$ cat src/rtl/mopl_pkg.sv
// shared types and constants for the madt override parser and lookup
package mopl_pkg;

  // input item kinds
  localparam logic ACT_BYTE   = 1'b0;
  localparam logic ACT_LOOKUP = 1'b1;

  // record layout
  localparam logic [7:0] ISO_TYPE    = 8'd2;
  localparam logic [7:0] ISO_MIN_LEN = 8'd10;
  localparam logic [7:0] HDR_LEN     = 8'd2;

  // record byte offsets
  localparam logic [7:0] OFF_TYPE = 8'd0;
  localparam logic [7:0] OFF_LEN  = 8'd1;
  localparam logic [7:0] OFF_BODY = 8'd2;
  localparam logic [7:0] OFF_SRC  = 8'd3;
  localparam logic [7:0] OFF_GSI0 = 8'd4;
  localparam logic [7:0] OFF_GSI1 = 8'd5;
  localparam logic [7:0] OFF_GSI2 = 8'd6;
  localparam logic [7:0] OFF_GSI3 = 8'd7;
  localparam logic [7:0] OFF_FLG0 = 8'd8;
  localparam logic [7:0] OFF_FLG1 = 8'd9;

  typedef struct packed {
    logic [7:0]  source;
    logic [31:0] gsi;
    logic [15:0] flags;
  } ovr_entry_t;

  typedef struct packed {
    logic       en;
    ovr_entry_t entry;
  } ovr_wr_t;

  typedef enum logic {
    LK_IDLE,
    LK_SCAN
  } lk_state_t;

endpackage

$ cat src/rtl/mopl_ovr_mem.sv
// override entry store: one write port, one registered read port
module mopl_ovr_mem #(
  parameter int DEPTH = 16,
  parameter int AW    = 4
) (
  input  logic                clk,
  input  mopl_pkg::ovr_wr_t   wr,
  input  logic [AW-1:0]       wr_addr,
  input  logic                rd_en,
  input  logic [AW-1:0]       rd_addr,
  output mopl_pkg::ovr_entry_t rd_data
);
  import mopl_pkg::*;

  ovr_entry_t mem [DEPTH];
  ovr_entry_t rd_data_r;

  always_ff @(posedge clk) begin
    if (wr.en) begin
      mem[wr_addr] <= wr.entry;
    end
    if (rd_en) begin
      rd_data_r <= mem[rd_addr];
    end
  end

  assign rd_data = rd_data_r;

endmodule

$ cat src/rtl/mopl_parser.sv
// table byte parser: splits records and writes kept overrides to the store
module mopl_parser #(
  parameter int MAX_OVERRIDES = 16,
  parameter int AW = 4,
  parameter int CW = 5
) (
  input  logic              clk,
  input  logic              rst_n,
  input  logic              byte_take,
  input  logic [7:0]        byte_data,
  input  logic              byte_last,
  output mopl_pkg::ovr_wr_t wr,
  output logic [AW-1:0]     wr_addr,
  output logic [CW-1:0]     ovr_count
);
  import mopl_pkg::*;

  logic [CW-1:0] count_r, count_nxt;
  logic [7:0]    off_r, off_nxt;
  logic [7:0]    type_r, type_nxt;
  logic [7:0]    len_r, len_nxt;
  logic [7:0]    src_r, src_nxt;
  logic [31:0]   gsi_r, gsi_nxt;
  logic [15:0]   flg_r, flg_nxt;
  logic          stop_r, stop_nxt;
  logic          in_tbl_r, in_tbl_nxt;

  logic [CW-1:0] count_eff;
  logic [7:0]    off_eff;
  logic          stop_eff;
  logic          keep;

  // a byte outside a table starts a fresh one
  assign count_eff = in_tbl_r ? count_r : '0;
  assign off_eff   = in_tbl_r ? off_r : OFF_TYPE;
  assign stop_eff  = in_tbl_r ? stop_r : 1'b0;
  assign keep      = (type_r == ISO_TYPE) && (len_r >= ISO_MIN_LEN) &&
                     (count_eff < CW'(MAX_OVERRIDES));

  always_comb begin
    count_nxt  = count_r;
    off_nxt    = off_r;
    type_nxt   = type_r;
    len_nxt    = len_r;
    src_nxt    = src_r;
    gsi_nxt    = gsi_r;
    flg_nxt    = flg_r;
    stop_nxt   = stop_r;
    in_tbl_nxt = in_tbl_r;
    wr         = '0;
    if (byte_take) begin
      in_tbl_nxt = 1'b1;
      count_nxt  = count_eff;
      off_nxt    = off_eff;
      stop_nxt   = stop_eff;
      if (!stop_eff) begin
        if (off_eff == OFF_TYPE) begin
          type_nxt = byte_data;
          src_nxt  = '0;
          gsi_nxt  = '0;
          flg_nxt  = '0;
          off_nxt  = OFF_LEN;
        end else if (off_eff == OFF_LEN) begin
          len_nxt = byte_data;
          if (byte_data < HDR_LEN) begin
            stop_nxt = 1'b1;
            off_nxt  = OFF_TYPE;
          end else if (byte_data == HDR_LEN) begin
            // header-only record is never long enough to keep
            off_nxt = OFF_TYPE;
          end else begin
            off_nxt = OFF_BODY;
          end
        end else begin
          if (off_eff == OFF_SRC)  src_nxt         = byte_data;
          if (off_eff == OFF_GSI0) gsi_nxt[7:0]   = byte_data;
          if (off_eff == OFF_GSI1) gsi_nxt[15:8]  = byte_data;
          if (off_eff == OFF_GSI2) gsi_nxt[23:16] = byte_data;
          if (off_eff == OFF_GSI3) gsi_nxt[31:24] = byte_data;
          if (off_eff == OFF_FLG0) flg_nxt[7:0]   = byte_data;
          if (off_eff == OFF_FLG1) flg_nxt[15:8]  = byte_data;
          if ((9'(off_eff) + 9'd1) >= 9'(len_r)) begin
            off_nxt = OFF_TYPE;
            if (keep) begin
              wr.en           = 1'b1;
              wr.entry.source = src_nxt;
              wr.entry.gsi    = gsi_nxt;
              wr.entry.flags  = flg_nxt;
              count_nxt       = count_eff + 1'b1;
            end
          end else begin
            off_nxt = off_eff + 8'd1;
          end
        end
      end
      if (byte_last) begin
        in_tbl_nxt = 1'b0;
        off_nxt    = OFF_TYPE;
      end
    end
  end

  always_ff @(posedge clk) begin
    if (!rst_n) begin
      count_r  <= '0;
      off_r    <= '0;
      type_r   <= '0;
      len_r    <= '0;
      src_r    <= '0;
      gsi_r    <= '0;
      flg_r    <= '0;
      stop_r   <= 1'b0;
      in_tbl_r <= 1'b0;
    end else begin
      count_r  <= count_nxt;
      off_r    <= off_nxt;
      type_r   <= type_nxt;
      len_r    <= len_nxt;
      src_r    <= src_nxt;
      gsi_r    <= gsi_nxt;
      flg_r    <= flg_nxt;
      stop_r   <= stop_nxt;
      in_tbl_r <= in_tbl_nxt;
    end
  end

  assign wr_addr   = count_eff[AW-1:0];
  assign ovr_count = count_r;

endmodule

$ cat src/rtl/mopl_lookup.sv
// lookup sequencer: scans the store one entry per cycle for the first match
module mopl_lookup #(
  parameter int AW = 4,
  parameter int CW = 5
) (
  input  logic                 clk,
  input  logic                 rst_n,
  input  logic                 query_take,
  input  logic [7:0]           query_irq,
  input  logic [CW-1:0]        ovr_count,
  output logic                 rd_en,
  output logic [AW-1:0]        rd_addr,
  input  mopl_pkg::ovr_entry_t rd_data,
  output logic                 busy,
  output logic                 res_valid,
  output logic                 res_found,
  output logic [31:0]          res_gsi,
  output logic [15:0]          res_flags
);
  import mopl_pkg::*;

  lk_state_t     state_r, state_nxt;
  logic [AW-1:0] idx_r, idx_nxt;
  logic [7:0]    irq_r, irq_nxt;
  logic          val_r, val_nxt;
  logic          fnd_r, fnd_nxt;
  logic [31:0]   gsi_r, gsi_nxt;
  logic [15:0]   flg_r, flg_nxt;
  logic          in_range, hit, at_end;

  assign in_range = CW'(idx_r) < ovr_count;
  assign hit      = in_range && (rd_data.source == irq_r);
  assign at_end   = (CW'(idx_r) + 1'b1) >= ovr_count;

  always_comb begin
    state_nxt = state_r;
    idx_nxt   = idx_r;
    irq_nxt   = irq_r;
    val_nxt   = 1'b0;
    fnd_nxt   = fnd_r;
    gsi_nxt   = gsi_r;
    flg_nxt   = flg_r;
    rd_en     = 1'b0;
    rd_addr   = '0;
    unique case (state_r)
      LK_IDLE: begin
        if (query_take) begin
          irq_nxt   = query_irq;
          idx_nxt   = '0;
          rd_en     = 1'b1;
          rd_addr   = '0;
          state_nxt = LK_SCAN;
        end
      end
      LK_SCAN: begin
        if (hit) begin
          val_nxt   = 1'b1;
          fnd_nxt   = 1'b1;
          gsi_nxt   = rd_data.gsi;
          flg_nxt   = rd_data.flags;
          state_nxt = LK_IDLE;
        end else if (at_end) begin
          val_nxt   = 1'b1;
          fnd_nxt   = 1'b0;
          gsi_nxt   = 32'(irq_r);
          flg_nxt   = '0;
          state_nxt = LK_IDLE;
        end else begin
          idx_nxt = idx_r + 1'b1;
          rd_en   = 1'b1;
          rd_addr = idx_r + 1'b1;
        end
      end
      default: state_nxt = LK_IDLE;
    endcase
  end

  always_ff @(posedge clk) begin
    if (!rst_n) begin
      state_r <= LK_IDLE;
      val_r   <= 1'b0;
    end else begin
      state_r <= state_nxt;
      val_r   <= val_nxt;
    end
  end

  always_ff @(posedge clk) begin
    idx_r <= idx_nxt;
    irq_r <= irq_nxt;
    fnd_r <= fnd_nxt;
    gsi_r <= gsi_nxt;
    flg_r <= flg_nxt;
  end

  assign busy      = (state_r != LK_IDLE);
  assign res_valid = val_r;
  assign res_found = fnd_r;
  assign res_gsi   = gsi_r;
  assign res_flags = flg_r;

endmodule

$ cat src/rtl/madt_override_parser_lookup.sv
// top level of the madt interrupt source override parser and lookup
//
// command channel: a transfer happens at a rising edge with start high and
// busy low. in_action selects the kind of item:
//   table byte (in_action 0): in_table_byte is one byte of the madt entry
//     region, in_table_end marks the last one. busy stays low for bytes,
//     so bytes may arrive back to back. no result.
//   lookup (in_action 1): in_query_irq is searched among the overrides kept
//     so far. exactly one result follows.
// result channel: out_valid is high for exactly one cycle with out_found,
// out_gsi and out_polarity_trigger_flags. there is no backpressure; the
// receiver must take the transfer in that cycle.
// scan: a lookup returns once the first matching entry (by position) is
// read, or once the last entry held is checked when nothing matches. the
// scan reads the override store one entry per cycle through its single
// registered read port; busy covers the scan.
// reset: synchronous on rst_n low; the override count and record parser
// state are cleared, store contents are not (entries past the count are
// never used).
module madt_override_parser_lookup #(
  parameter int MAX_OVERRIDES = 16
) (
  input  logic        clk,
  input  logic        rst_n,
  input  logic        start,
  output logic        busy,
  input  logic        in_action,
  input  logic [7:0]  in_table_byte,
  input  logic        in_table_end,
  input  logic [7:0]  in_query_irq,
  output logic        out_valid,
  output logic        out_found,
  output logic [31:0] out_gsi,
  output logic [15:0] out_polarity_trigger_flags
);
  import mopl_pkg::*;

  localparam int AW = (MAX_OVERRIDES > 1) ? $clog2(MAX_OVERRIDES) : 1;
  localparam int CW = $clog2(MAX_OVERRIDES + 1);

  logic          byte_take, query_take;
  ovr_wr_t       wr;
  logic [AW-1:0] wr_addr;
  logic [CW-1:0] ovr_count;
  logic          rd_en;
  logic [AW-1:0] rd_addr;
  ovr_entry_t    rd_data;

  // bytes are only taken while no scan runs, so the store never sees a
  // write and a scan read of the same entry in flight together
  assign byte_take  = start && !busy && (in_action == ACT_BYTE);
  assign query_take = start && !busy && (in_action == ACT_LOOKUP);

  mopl_parser #(
    .MAX_OVERRIDES(MAX_OVERRIDES),
    .AW(AW),
    .CW(CW)
  ) u_parser (
    .clk       (clk),
    .rst_n     (rst_n),
    .byte_take (byte_take),
    .byte_data (in_table_byte),
    .byte_last (in_table_end),
    .wr        (wr),
    .wr_addr   (wr_addr),
    .ovr_count (ovr_count)
  );

  mopl_ovr_mem #(
    .DEPTH(MAX_OVERRIDES),
    .AW(AW)
  ) u_mem (
    .clk     (clk),
    .wr      (wr),
    .wr_addr (wr_addr),
    .rd_en   (rd_en),
    .rd_addr (rd_addr),
    .rd_data (rd_data)
  );

  mopl_lookup #(
    .AW(AW),
    .CW(CW)
  ) u_lookup (
    .clk        (clk),
    .rst_n      (rst_n),
    .query_take (query_take),
    .query_irq  (in_query_irq),
    .ovr_count  (ovr_count),
    .rd_en      (rd_en),
    .rd_addr    (rd_addr),
    .rd_data    (rd_data),
    .busy       (busy),
    .res_valid  (out_valid),
    .res_found  (out_found),
    .res_gsi    (out_gsi),
    .res_flags  (out_polarity_trigger_flags)
  );

`ifndef SYNTH
  // no store write while a scan is running
  a_no_wr_in_scan: assert property (@(posedge clk) disable iff (!rst_n)
    wr.en |-> !busy)
    else $error("override store written during a scan");

  // a lookup transfer always starts a scan
  a_lookup_starts: assert property (@(posedge clk) disable iff (!rst_n)
    query_take |=> busy)
    else $error("lookup transfer did not start a scan");

  // a result only follows the end of a scan
  a_res_after_scan: assert property (@(posedge clk) disable iff (!rst_n)
    out_valid |-> !busy && $past(busy))
    else $error("result strobe outside the end of a scan");

  // a miss echoes the irq with zero flags
  a_miss_zero: assert property (@(posedge clk) disable iff (!rst_n)
    (out_valid && !out_found) |-> (out_polarity_trigger_flags == 16'd0) &&
    (out_gsi[31:8] == 24'd0))
    else $error("miss result carries nonzero flags or gsi upper bits");
`endif

endmodule
$ cat config.mk
export PLATFORM = sky130hd
export DESIGN_NAME = madt_override_parser_lookup
export DESIGN_NICKNAME = d
export VERILOG_FILES = /design/src/rtl/mopl_pkg.sv /design/src/rtl/mopl_ovr_mem.sv /design/src/rtl/mopl_parser.sv /design/src/rtl/mopl_lookup.sv /design/src/rtl/madt_override_parser_lookup.sv
export SDC_FILE = /design/constraint.sdc
export NUM_CORES = 1
export LEC_CHECK = 0
export BUFFER_PORTS_ARGS = -buffer_cell sky130_fd_sc_hd__buf_2
export CORE_UTILIZATION = 50
export CTS_CLUSTER_SIZE = 30
export DETAILED_ROUTE_END_ITERATION = 10
export GPL_TIMING_DRIVEN = 0
export PLACE_DENSITY = 0.66
export SLEW_MARGIN = 20
export SYNTH_ARGS = -nofsm -noshare
export SYNTH_HDL_FRONTEND = slang
export SYNTH_SLANG_ARGS = --single-unit
$ cat constraint.sdc
create_clock -name clk -period 7.9 [get_ports clk]
set_input_delay 0.395 -clock clk [delete_from_list [all_inputs] [get_ports clk]]
set_output_delay 0.395 -clock clk [all_outputs]
set_load 0.05 [all_outputs]
Word-level counts from Yosys, hierarchy flattened

Memory sizes are Yosys's and may differ from the RTL's. A register that Yosys moved wholly into a read port is not among the register bits.
Cells that the tools add are included.

Add/sub/neg operators: 5
$lt $le $gt $ge: 6
Eq/ne operators: 15
Muxes and demuxes: 59
Bitwise operators: 4
Reduce and logical (&&, ||, !) cells: 16

Operators with widths:

| kind                | count |
|---|---|
| $mux 57             | 6 |
| $mux 32             | 4 |
| $mux 8              | 16 |
| $mux 16             | 4 |
| $eq 8x3->1 const B  | 4 |
| $mux 5              | 6 |
| $eq 8x2->1 const B  | 3 |
| $mux 4              | 5 |
| $eq 8x4->1 const B  | 2 |
| $pmux 4 s2          | 2 |
| $mux 1              | 14 |
| $add 8x1->9 const B | 1 |
| $ge 9x8->1          | 1 |
| $reduce_and 3->1    | 3 |
| $add 8x1->8 const B | 1 |
| $eq 8x1->1 const B  | 1 |
| $eq 8x8->1          | 1 |
| $ge 8x4->1 const B  | 1 |
| $logic_not 8->1     | 1 |
| $lt 8x2->1 const B  | 1 |
| $logic_and 1x1->1   | 6 |
| $ne 2x2->1 const B  | 3 |
| $reduce_and 2->1    | 3 |
| $add 4x1->5 const B | 1 |
| 12 further kinds    | 15 |

Register bits after elaboration: 150
Memory bits (writable): 896
Input port bits: 21
Output and inout port bits: 51
Logic and storage cells: 122
Memories: 1

Memory list:

| memory    | depth | width | rd ports | clocked after Yosys merged registers in | wr ports | RTL line           | source |
|---|---|---|---|---|---|---|---|
| u_mem.mem | 16    | 56    | 1        | 1                                       | 1        | mopl_ovr_mem.sv:15 | `ovr_entry_t mem [DEPTH];` |

Depth between registers and ports, before layout

Word-level depth: 11
Mapped depth: 15
Mapped depth without buffers: 14

By module

From an unflattened synthesis, not the netlist that was laid out.

Cells, all modules: 2,162
Area total of the unflattened synthesis: 42,488.2 um^2

Modules (own cells, without submodules):

| module                      | times used | cells each | area each (um^2) | sequential area each (um^2) |
|---|---|---|---|---|
| mopl_ovr_mem                | 1          | 1,445      | 35,238.8         | 28,587.4 |
| mopl_parser                 | 1          | 539        | 4,514.3          | 1,741.7 |
| mopl_lookup                 | 1          | 176        | 2,713.9          | 1,871.8 |
| madt_override_parser_lookup | 1          | 2          | 21.3             | 0.0 |

Least setup slack after synthesis

OpenSTA, ideal clock, no wires.

Path type: flip-flop to flip-flop
Start: reg u_parser.off_r[0]
End: mem u_mem.mem[11][0] (netlist bit), enable pin
Library setup time: 0.539 ns
Data arrival time: 6.300 ns
Data required time: 7.361 ns
Slack: 1.061 ns
Cell stages (with the launch flop): 15
Buffers on the path: 1
Period minus slack after synthesis: 6.839 ns
Path through: dfxtp_1 > buf_2 > nand3_1 > nor2_1 > nand3_1 > xor2_1 > nor2b_1 > ha_1 > nand3_1 > o221ai_1 > a31oi_1 > o31a_1 > nor3_4 > nand2_1 > nor3_1

Longest elaborated chain between the ends: 10
Elaborated cells between the ends (all ways): 12
Those cells by class: add/sub (1); order compare (1); eq/ne (1); mux (8); reduce/logical (1)

Ends and longest elaborated chain:

| item                           | RTL line           | source |
|---|---|---|
| start: declaration             | mopl_parser.sv:19  | `logic [7:0] off_r, off_nxt;` |
| start signal: assignment       | mopl_parser.sv:116 | `off_r <= off_nxt;` |
| $mux 8 *                       | mopl_parser.sv:35  | `assign off_eff = in_tbl_r ? off_r : OFF_TYPE;` |
| $add 8x1->9                    | mopl_parser.sv:82  | `if ((9'(off_eff) + 9'd1) >= 9'(len_r)) begin` |
| $ge 9x8->1                     | mopl_parser.sv:82  |  |
| $mux 57                        | mopl_parser.sv:82  |  |
| $mux 57                        | mopl_parser.sv:63  | `end else if (off_eff == OFF_LEN) begin` |
| $mux 57 *                      | mopl_parser.sv:57  | `if (off_eff == OFF_TYPE) begin` |
| $mux 57 *                      | mopl_parser.sv:56  | `if (!stop_eff) begin` |
| $mux 57 *                      | mopl_parser.sv:51  | `if (byte_take) begin` |
| $mux 1 *                       | mopl_ovr_mem.sv:19 | `if (wr.en) begin` |
| $mux 1 (not written as such) * | mopl_ovr_mem.sv:20 | `mem[wr_addr] <= wr.entry;` |
| end: declaration               | mopl_ovr_mem.sv:15 |  |

Every way passes the cells marked *; elsewhere a longest branch is shown, timed or not.

Worst setup path in the final report

Start: reg u_parser.in_tbl_r
End: mem u_mem.mem[9][16] (netlist bit), enable pin

Longest elaborated chain between the ends: 11
Elaborated cells between the ends (all ways): 17
Those cells by class: add/sub (1); order compare (2); eq/ne (1); mux (11); reduce/logical (2)

Ends and longest elaborated chain:

| item                                                                 | RTL line           | source |
|---|---|---|
| start: declaration                                                   | mopl_parser.sv:26  | `logic in_tbl_r, in_tbl_nxt;` |
| start signal: assignment                                             | mopl_parser.sv:123 | `in_tbl_r <= in_tbl_nxt;` |
| parallel branches: the longest is 11 deep, another holds $add 8x1->9 | --                 |  |

Parallel ways; which one is timed is not known.

==> run metrics <==
hold-critical path depth=4; Synth area leaders=edfxtp_1 (69%), dfxtp_1 (4.1%), mux2i_1 (3.6%); synth warn=0; Synth Area in Adders=less than 1%; Placed Cells incl. Taps=4,331; critical path fanouts, max=10; min-delay src=in_table_end; R2R Setup Slk=2980 ps; Synth top area share=a little over two thirds; CTS clk-pin slew, worst paths=about 60 ps; worst-margin pin slew=1270 ps; mux contribution to synthesized area=4.02%; Die ar.=88,800 sq um; FF-to-FF Start=u_parser.in_tbl_r; chip width=around 300 um; via/cell ratio=6.13; fin util=58.0%; drc violations=0; Yosys top cell by area=edfxtp_1; clk_skew=35.8 ps; Peak VDD IR=0.000172 V; initial DRC count=3,959; Reg2Reg Depth=17; Hold EP=u_parser.off_r[0]; simple logic cell fraction of the synthesized area=9.39%; Peak Freq=slightly above 200 MHz; Vias=~28,000; minimum clock period=4920 ps; Routed WL=120,000 um; Max Buffers Root-to-Sink=3; vias in the first global route=about 27,000; Netlist Area Pre-Place=43,800 sq um; Placed Area=46,700 sq um; area fraction in compound gates after synthesis=9.72%; top-count cell post-synth=edfxtp_1; Yosys reg bits=1,102; Startpoint Class=flip-flop; wire per inst=26.3 um; CTS buffer count=around 110; gr usage total=26.8%; Hold Path Class=input port to flip-flop; hold slack=76.2 ps; critical path type=flip-flop to flip-flop; Hold Vio Cnt, Final=0; initial core utilization=50.5%; TritonRoute pass-1 iters=6; top_reg_cell synth=edfxtp_1; HPWL after DPL=82,700 um; max cap viols=0; Final Cell Area=50,300 sq um; TNS Setup=0 ps; first-pass GRT wire length=175,000 um; Worst EP arrival=between 5000 and 6000 ps; GP Congestion=about 0.89; unrepaired setup endpoints after global routing=no; xor-xnor portion of the synthesized cell area=0.380%; power density over the cells=238 nW/um^2; EDFF count, synth=1,013; area of the core=86,800 sq um; status=finished, final reports clean; num rows=about 110; final setup fails=0; CTS tree=done; initial antenna violation count=6; Synth async-reset ratio=0%; period utilization=62.3%; Avg Cell Area, Syn=14.4 sq um; Leak=approximately 0.016 uW; Congestion Overflow GR=0; Syn Nets=3,077; Commonest cells post-synth=edfxtp_1 (1,013), nand2_1 (211), nor3_1 (175), o21ai_0 (168), nor2_1 (162); I/O Buffers=between 60 and 70; worst path required time=8280 ps; Die Height=approximately 300 um; CTS HTree Levels=3; CTS Sinks=about 1,100; Reg2Reg Capture Point=u_mem.mem[9][16]; largest net degree at the start of global routing=38; Post-Synthesis Cells=3,034; Layout area overhead=15.0%; Slew Limit Fails=0; Routed Antenna Nets=0; sequential share of the synthesized area=73.5%; fin cells=4,550; Root Buffer Master=clkbuf_16; max_slew headroom=15.0%; crit end category=flip-flop; layout cell share with drive strength beyond 1=a little over an eighth; largest family of logic cells by synthesized area=compound AO/OA/AOI/OAI gates; # IOs=between 70 and 80; post-layout net count=about 3,300; Yosys cell types=68; # Post-CTS Setup Buffers=0; worst skew pair latency=700 ps
[how the worst max path moves through the flow]
stage	depth (start not counted)	startpoint	to	slack [ps]
2_1_floorplan	14	u_parser.off_r[0]	u_mem.mem[11][0]	1060
3_3_place_gp	13	u_parser.in_tbl_r	u_mem.mem[8][16]	-3520
3_5_place_dp	17	u_parser.in_tbl_r	u_mem.mem[9][16]	3070
4_1_cts	17	u_parser.in_tbl_r	u_mem.mem[9][16]	3050
5_1_grt	17	u_parser.in_tbl_r	u_mem.mem[9][16]	2760
6_report	17	u_parser.in_tbl_r	u_mem.mem[9][16]	2980
[placed cells by master (no fill, tap or decap), drive strengths merged, types with 10 or more instances in the layout]
master	instances
nor3	182
clkinv	45
o21a	56
and2	10
o21ai	173
clkbuf	294
nand2	212
xnor2	14
and3	47
a21oi	150
a211o	54
nand3	120
a222oi	53
mux2i	159
ha	22
dfxtp	89
a221oi	54
nor2b	78
inv	25
a22oi	58
edfxtp	1013
nor2	166
buf	215
[routing by layer]
layer  track usage (%)  share of wire, %
met5                 0             0.011
met2              41.7                46
met4              9.22               3.1
met1              38.7                41
met3              3.94               9.8
[cells by family after synthesis]
family / after synthesis
DFF: 1102
buffers and inverters: 240
and+or+nand+nor: 850
AOI/OAI and AO/OA: 630
xor gates and xnor gates: 19
adders and majority gates: 22
muxes: 171
[repair_timing]
action	4_1_cts	5_1_grt
hold buffers	8	0
hold endpoints to repair	8	0
gates resized for setup	0	0
[where the power goes]
| group | switching (uW) | internal (uW) |
|---|---|---|
| combinational | 406 | 135 |
| clock | 2160 | 2960 |
| sequential | 16.7 | 6320 |
| total | 2580 | 9420 |
[state kept, by name, summed over array words and instances, names as in the netlist]
register            count
u_mem.rd_data          56
u_mem.mem             896
u_parser.flg_r         16
u_lookup.res_found      1
u_lookup.irq_r          8
u_lookup.res_valid      1
u_parser.len_r          8
u_lookup.idx_r          4
u_lookup.res_flags     16
u_lookup.busy           1
u_parser.gsi_r         32
u_parser.in_tbl_r       1
u_parser.ovr_count      5
u_parser.src_r          8
u_lookup.res_gsi       32
u_parser.stop_r         1
u_parser.off_r          8
u_parser.type_r         8
[per-stage QoR]
step / total power, uW / setup WS, ps
finish: 12000 / 2980
global route: 12300 / 2760
CTS: 12000 / 3050
detailed placement: 6990 / 3070
global placement: 6970 / -3520
floorplan: 6770 / 1060
[cell type report]
| class | count | area [sq um] |
|---|---|---|
| Antenna cell | 4 | 10.0 |
| Buffer | 214 | 918 |
| Clock buffer | 152 | 3010 |
| Clock inverter | 54 | 533 |
| Fill cell | 6686 | 36400 |
| Inverter | 26 | 97.6 |
| Multi-Input combinational cell | 1692 | 10800 |
| Sequential cell | 1102 | 32200 |
| Tap cell | 1155 | 1450 |
| Timing Repair Buffer | 151 | 1270 |
[critical path, stage by stage, from the launching register on]
cell and delay, ps:
dfxtp_1 310, buf_2 220, buf_1 420, clkbuf_1 450
nand2_1 100, mux2i_1 220, ha_1 160, nand3_1 130
o221ai_1 190, a31oi_1 80, o31a_1 200, nor3_4 400
nand2_1 250, nor3_2 650, buf_6 250, buf_6 160
buf_4 210, buf_4 200
Power figures use the tool's default switching activity.
